[src/rtl/gbc_pkg.sv]
// ----------------------------------------------------------------------------
// gbc_pkg
// Shared constants, codes and word types of the gyro bias calibrator.
// ----------------------------------------------------------------------------
package gbc_pkg;

  localparam int BATCH_SAMPLES = 64;
  localparam int MAX_STEPS     = 50;

  localparam int BATCH_SHIFT = $clog2(BATCH_SAMPLES);
  localparam int DW          = 24;
  localparam int SUM_W       = DW + BATCH_SHIFT;
  localparam int CNT_W       = $clog2(BATCH_SAMPLES + 1);
  localparam int STEP_W      = $clog2(MAX_STEPS + 1);
  localparam int LIM_W       = 52;
  localparam int SQ_W        = 2 * DW + 2;
  localparam int LEN_W       = 2 * DW;

  localparam logic [LIM_W-1:0] MOTION_LIMIT_RST   = LIM_W'(171798692);
  localparam logic [LIM_W-1:0] CONVERGE_LIMIT_RST = LIM_W'(13083);

  localparam logic CMD_START  = 1'b0;
  localparam logic CMD_SAMPLE = 1'b1;

  typedef enum logic [1:0] {
    PH_COLLECT = 2'd0,
    PH_CALIB   = 2'd1,
    PH_FAILED  = 2'd2,
    PH_SUCCESS = 2'd3
  } phase_e;

  typedef enum logic {
    CFG_MOTION_LIMIT   = 1'b0,
    CFG_CONVERGE_LIMIT = 1'b1
  } cfg_reg_e;

  typedef logic signed [DW-1:0] q_t;

  typedef struct packed {
    logic cmd;
    q_t   gyro_x;
    q_t   gyro_y;
    q_t   gyro_z;
    q_t   accel_x;
    q_t   accel_y;
    q_t   accel_z;
  } sample_t;

  typedef struct packed {
    logic [1:0] phase;
    logic       finished;
    logic       converged_flag;
    q_t         offset_x;
    q_t         offset_y;
    q_t         offset_z;
  } result_t;

  typedef struct packed {
    logic [0:0]       index;
    logic [LIM_W-1:0] value;
  } cfg_t;

  typedef struct packed {
    logic [LIM_W-1:0] motion;
    logic [LIM_W-1:0] converge;
  } limits_t;

  typedef struct packed {
    phase_e                  phase;
    logic [CNT_W-1:0]        sample_cnt;
    logic [STEP_W-1:0]       step_cnt;
    logic [2:0][SUM_W-1:0]   sums;
    logic [2:0][DW-1:0]      accel_start;
    logic [2:0][DW-1:0]      last_avg;
    logic [2:0][DW-1:0]      best_avg;
    logic [2:0][DW-1:0]      new_off;
    logic [LEN_W-1:0]        new_off_len;
    logic [LIM_W-1:0]        best_diff;
    logic                    converged;
  } state_t;

endpackage

[src/rtl/gbc_sample_if.sv]
// ----------------------------------------------------------------------------
// gbc_sample_if
// Sample channel: command and raw gyro and accelerometer vectors.
// ----------------------------------------------------------------------------
interface gbc_sample_if import gbc_pkg::*; ();
  logic    valid;
  logic    ready;
  sample_t data;

  modport source (output valid, output data, input ready);
  modport sink (input valid, input data, output ready);
endinterface

[src/rtl/gbc_in_reg.sv]
// ----------------------------------------------------------------------------
// gbc_in_reg
// Input register stage holding one sample word ahead of the update logic.
// ----------------------------------------------------------------------------
module gbc_in_reg import gbc_pkg::*; (
  input  logic          clk_i,
  input  logic          rst_ni,
  gbc_sample_if.sink    smp_i,
  input  logic          adv_i,
  output logic          valid_o,
  output sample_t       data_o
);

  logic    valid_q, valid_d;
  sample_t data_q;
  logic    take;

  assign smp_i.ready = !valid_q || adv_i;
  assign take        = smp_i.valid && smp_i.ready;

  always_comb begin
    valid_d = valid_q;
    if (take) begin
      valid_d = 1'b1;
    end else if (adv_i) begin
      valid_d = 1'b0;
    end
  end

  always_ff @(posedge clk_i or negedge rst_ni) begin
    if (!rst_ni) begin
      valid_q <= 1'b0;
    end else begin
      valid_q <= valid_d;
    end
  end

  always_ff @(posedge clk_i) begin
    if (take) begin
      data_q <= smp_i.data;
    end
  end

  assign valid_o = valid_q;
  assign data_o  = data_q;

endmodule

[src/flat_wrapper.sv]
// flat-port wrapper written by rule: the top's interface ports become plain ports
module gbc_in_reg_flat import gbc_pkg::*;
  (clk_i, rst_ni, adv_i, valid_o, data_o, smp_i_valid, smp_i_data, smp_i_ready);
  gbc_sample_if smp_i_i ();
  input  logic clk_i;
  input  logic rst_ni;
  input  logic adv_i;
  output logic valid_o;
  output sample_t data_o;
  input wire logic [$bits(smp_i_i.valid)-1:0] smp_i_valid;
  input wire logic [$bits(smp_i_i.data)-1:0] smp_i_data;
  output wire logic [$bits(smp_i_i.ready)-1:0] smp_i_ready;
  assign smp_i_i.valid = smp_i_valid;
  assign smp_i_i.data = smp_i_data;
  assign smp_i_ready = smp_i_i.ready;
  gbc_in_reg u_core (.clk_i(clk_i), .rst_ni(rst_ni), .smp_i(smp_i_i), .adv_i(adv_i), .valid_o(valid_o), .data_o(data_o));
endmodule
[config.mk]
export PLATFORM = sky130hd
export DESIGN_NAME = gbc_in_reg_flat
export DESIGN_NICKNAME = d
export VERILOG_FILES = /design/src/rtl/gbc_pkg.sv /design/src/rtl/gbc_sample_if.sv /design/src/rtl/gbc_in_reg.sv /design/src/flat_wrapper.sv
export SDC_FILE = /design/constraint.sdc
export NUM_CORES = 1
export LEC_CHECK = 0
export ABC_AREA = 0
export BUFFER_PORTS_ARGS = -buffer_cell sky130_fd_sc_hd__buf_2
export CAP_MARGIN = 20
export CORE_ASPECT_RATIO = 1.4
export CORE_MARGIN = 1
export CORE_UTILIZATION = 30
export CTS_CLUSTER_SIZE = 16
export DETAILED_ROUTE_END_ITERATION = 16
export GPL_ROUTABILITY_DRIVEN = 0
export GPL_TIMING_DRIVEN = 0
export SLEW_MARGIN = 20
export SYNTH_ARGS = -nofsm -noshare
export SYNTH_HDL_FRONTEND = slang
export SYNTH_SLANG_ARGS = --single-unit
[constraint.sdc]
create_clock -name clk_i -period 3.1 [get_ports clk_i]
set_clock_uncertainty 0.05 [all_clocks]
set_input_delay 0.62 -clock clk_i [delete_from_list [all_inputs] [get_ports clk_i]]
set_output_delay 0.62 -clock clk_i [all_outputs]
set_load 0.01 [all_outputs]
== After elaboration in Yosys (flattened, before gate mapping) ==
Cells that the tools add are included.

* Register bits after elaboration: 146
* Input bits: 149
* Output and inout port bits: 147

* Muxes and demuxes: 2
* Reductions and logical operators: 4

{| class="wikitable"
|+ Operator list
! operator !! number
|-
| $mux 1 || 2
|-
| $reduce_bool 2->1 || 1
|-
| $logic_and 1x1->1 || 1
|-
| $logic_not 1->1 || 1
|-
| $logic_or 1x1->1 || 1
|}

== Depth between registers and ports, before layout ==
* Depth after elaboration: 4
* Depth in mapped cells: 2
* Mapped depth without buffers: 2

== Worst setup path after synthesis ==
Ideal clock, no wire load.

* Path type: input to register
* From: input adv_i
* To: register u_core.data_q, in the netlist u_core.data_o[0], enable pin
* Data arrival time: 1.827 ns
* Data required time: 2.646 ns
* Path slack: 0.819 ns
* Stages: 2
* Buffers on the path: 0
* Cells stage by stage: nand2b_4 > and2_4

* Cells in the longest elaborated chain, start to end: 2

{| class="wikitable"
|+ Ends and longest elaborated chain
! item !! RTL line !! RTL
|-
| start: declaration || flat_wrapper.sv:7 || <nowiki>input logic adv_i;</nowiki>
|-
| $logic_or 1x1->1 || gbc_in_reg.sv:18 || <nowiki>assign smp_i.ready = !valid_q || adv_i;</nowiki>
|-
| $logic_and 1x1->1 || gbc_in_reg.sv:19 || <nowiki>assign take = smp_i.valid && smp_i.ready;</nowiki>
|-
| net u_core.take || gbc_in_reg.sv:16 || <nowiki>logic take;</nowiki>
|-
| end signal: assignment || gbc_in_reg.sv:40 || <nowiki>data_q <= smp_i.data;</nowiki>
|-
| end: declaration || gbc_in_reg.sv:15 || <nowiki>sample_t data_q;</nowiki>
|}

The timed path passes the listed nets, and every way through them passes these cells.
A chain may end at the register's enable or synchronous reset.

== Worst setup path after layout ==
* From: register u_core.valid_q, in the netlist u_core.valid_o
* To: output smp_i_ready

* Cells in the longest elaborated chain, start to end: 2

{| class="wikitable"
|+ Ends and longest elaborated chain
! item !! RTL line !! RTL
|-
| start: declaration || gbc_in_reg.sv:14 || <nowiki>logic valid_q, valid_d;</nowiki>
|-
| start signal: assignment || gbc_in_reg.sv:34 || <nowiki>valid_q <= valid_d;</nowiki>
|-
| $logic_not 1->1 || gbc_in_reg.sv:18 ||
|-
| $logic_or 1x1->1 || gbc_in_reg.sv:18 ||
|-
| end: declaration || flat_wrapper.sv:12 || <nowiki>output wire logic [$bits(smp_i_i.ready)-1:0] smp_i_ready;</nowiki>
|}

No other way between the ends.

==> impl_metrics.toml <==
[global_routing]
antenna_found_initial = 1
grt_max_degree = 64
grtUsageMet1_pct = 12.9
grt_pass1_vias = 2895
gr-total-overflow = 0
grt_pass1_wl_um = 14700
use_met3_pct = 5.82
top_usage_layer = "met2"
grt_usage_pct = 13.3
met2_usage_pct = 22.8

[sta]
finalWorstSetupSlack_ns = 1.43
setup_viol = 0
maxSlewViolCount = 0
rsz0062_at_grt = "false"
max_freq_mhz = 598
slew_headroom_pct = 72.0
setup_tns_ns = 0
worst_pin_slew_ns = 0.420
finalCriticalPeriod_ns = 1.67
hold_viol = 0
whs_ns = 0.338
fin_crit_sh_pct = 53.9

[power]
switching_share_pct = 20.0
peakVddDrop_v = 0.000417
p_int_mw = 3.79
clockPowerShare_pct = 44.3
p_sw_uw = 948
p_leak_nw = 2.89
seqPwrFrac_pct = 49.1
p_per_area_nw_per_um2 = 697
power_mw = 4.74
pwr-share-comb_pct = 6.6

[setup_path]
reg2reg_to = "u_core.data_o[132]"
end_kind = "output pin"
arrival_ns = 1.00
rr_worst_depth = 3
crit_chain = "nand2b_4, buf_2"
r2r-start = "u_core.valid_o"
crit_type = "reg2out"
rrSetupSlack_ns = 1.45
cp-start-kind = "register"
cp_slowest_cell = "dfrtp_1"
cp.required_ns = 2.43
crit_path_max_fanout = 3
max_stage_delay_ns = 0.40

[synth]
yosys-top-cells-count = "edfxtp_1, and2_4, dfrtp_1, nand2b_1, nand2b_4"
postSynth.asyncResetShare_pct = 0.685
synth.area.mux_share_pct = 0
synth-compound-area-share_pct = 0
synth_fa_ha_area_share_pct = 0
yosys.area.top_type = "edfxtp_1"
synthSimpleGateAreaFrac_pct = 0.653
yosys_register_bits = 146
synth_ff_type = "edfxtp_1"
synth_most_common_cell = "edfxtp_1"
yosys-top-cells-area = "edfxtp_1, dfrtp_1, nand2b_4"
synth_area_per_cell_um2 = 29.6
synth_top_family_by_area = "simple AND/OR/NAND/NOR gates"
synth_area_um2 = 4410
seq_area_frac_synth_pct = 99.3
synthCells = 149
synth_edf_count = 145
synth_xor_area_share_pct = 0
synth_cell_type_count = 5
syn_nets = 298
synth_top_area_share_pct = 98.8
synth_warnings = 0

[place]
place_inst = 635
dp_hpwl_um = 7510
placed_cell_area_um2 = 6180
place_ws_ns = 1.09
place.port_buffers = 295

[floorplan]
num_rows = 52
start_util_pct = 30.7
die-area_um2 = 15200
core_um2 = 14400
die_h_um = 145
fp.dieW_um = 104
io_pins = 296

[cells_and_area]
fin_cells = 666
syn_to_final_growth_pct = 54.2
nets = 615
final_core_util_pct = 47.3
design_area_um2 = 6800
diodes = 0
num-fill-cells = 1305
drive_above_1_share_pct = 68.8

[clock_tree]
clk_pin_slew_ns = 0.06
clock_sinks = 146
clock_path_buffers = 2
cts_resized = 0
cts_made_buffers = 17
root_buffer = "clkbuf_16"
cts_tree = "done"
htreeDepth = 4
insertion_delay_ns = 0.40

[detailed_routing]
wl_um = 9930
post-route-drc-count = 0
wl_per_cell_um = 14.9
final_antenna_net_count = 0
first_pass_iters = 4
drtIter0Drc = 57
num_vias = 2706
vias_per_cell = 4.06

[worst_hold_path]
hold-path-endpoint = "u_core.data_o[4]"
hold_depth = 1
worstHoldStart = "smp_i_data[4]"
min_path_type = "in2reg"

[status]
status = "finished clean"

[run]
maxCapViolCount = 0
-- worst max path at each step --
| stage | startpoint | endpoint | cells after the start |
|---|---|---|---|
| after floorplan | adv_i | u_core.data_o[0] | 2 |
| after CTS | u_core.valid_o | smp_i_ready | 2 |
| after detailed placement | adv_i | u_core.data_o[132] | 4 |
| final | u_core.valid_o | smp_i_ready | 2 |
| after global placement | adv_i | u_core.data_o[65] | 3 |
| after global routing | u_core.valid_o | u_core.data_o[86] | 3 |
-- logic make-up after synthesis --
logic type	count (synthesis)
AND/OR/NAND/NOR	3
flip-flops	146
-- layout by cell type, fill, tap and decap left out, drive strengths merged --
cell and instances:
clkinv 4, clkinvlp 2, inv 2, and2 1, bufinv 4, edfxtp 145, dfrtp 1, dlygate4sd3 1
buf 297, clkbuf 18, nand2b 2
-- per-layer routing --
layer,up-vias,share of wire (%)
li1,1242,-
met1,1279,34
met2,158,54
met3,25,8.9
met4,2,3.1
met5,-,0.091
-- final cells by class --
cell class / instances / area [um^2] / area share [%]
timing repair buffer: 298 / 1540 / 22.7
clock buffer: 18 / 429 / 6.31
sequential: 146 / 4380 / 64.4
tap: 189 / 236 / 3.48
clock inverter: 12 / 184 / 2.71
multi-input combinational: 3 / 28.8 / 0.423
-- repair_timing --
action | in CTS | in global routing
hold buffers | 1 | 0
buffers inserted | 0 | 0
hold endpoints to repair | 1 | 0
-- power groups by stage --
stage | Sequential, mW | Clock (mW) | Combinational, mW
floorplan | 2.43 | 0 | 0.0384
global placement | 2.37 | 0 | 0.297
detailed placement | 2.37 | 0 | 0.317
CTS | 2.33 | 2.16 | 0.318
global route | 2.34 | 2.24 | 0.335
finish | 2.33 | 2.10 | 0.313
-- sequential cells by signal (all words and copies together), names as in the netlist --
| register | cells |
|---|---|
| u_core.data_o | 145 |
| u_core.valid_o | 1 |
-- worst max-delay path, delay by kind of cell, from the launching register on --
family | cells | cell delay, ns
buffers and inverters | 1 | 0.13
DFF | 1 | 0.40
and+or+nand+nor | 1 | 0.08
Note: power is estimated with default switching activity, not from simulation.
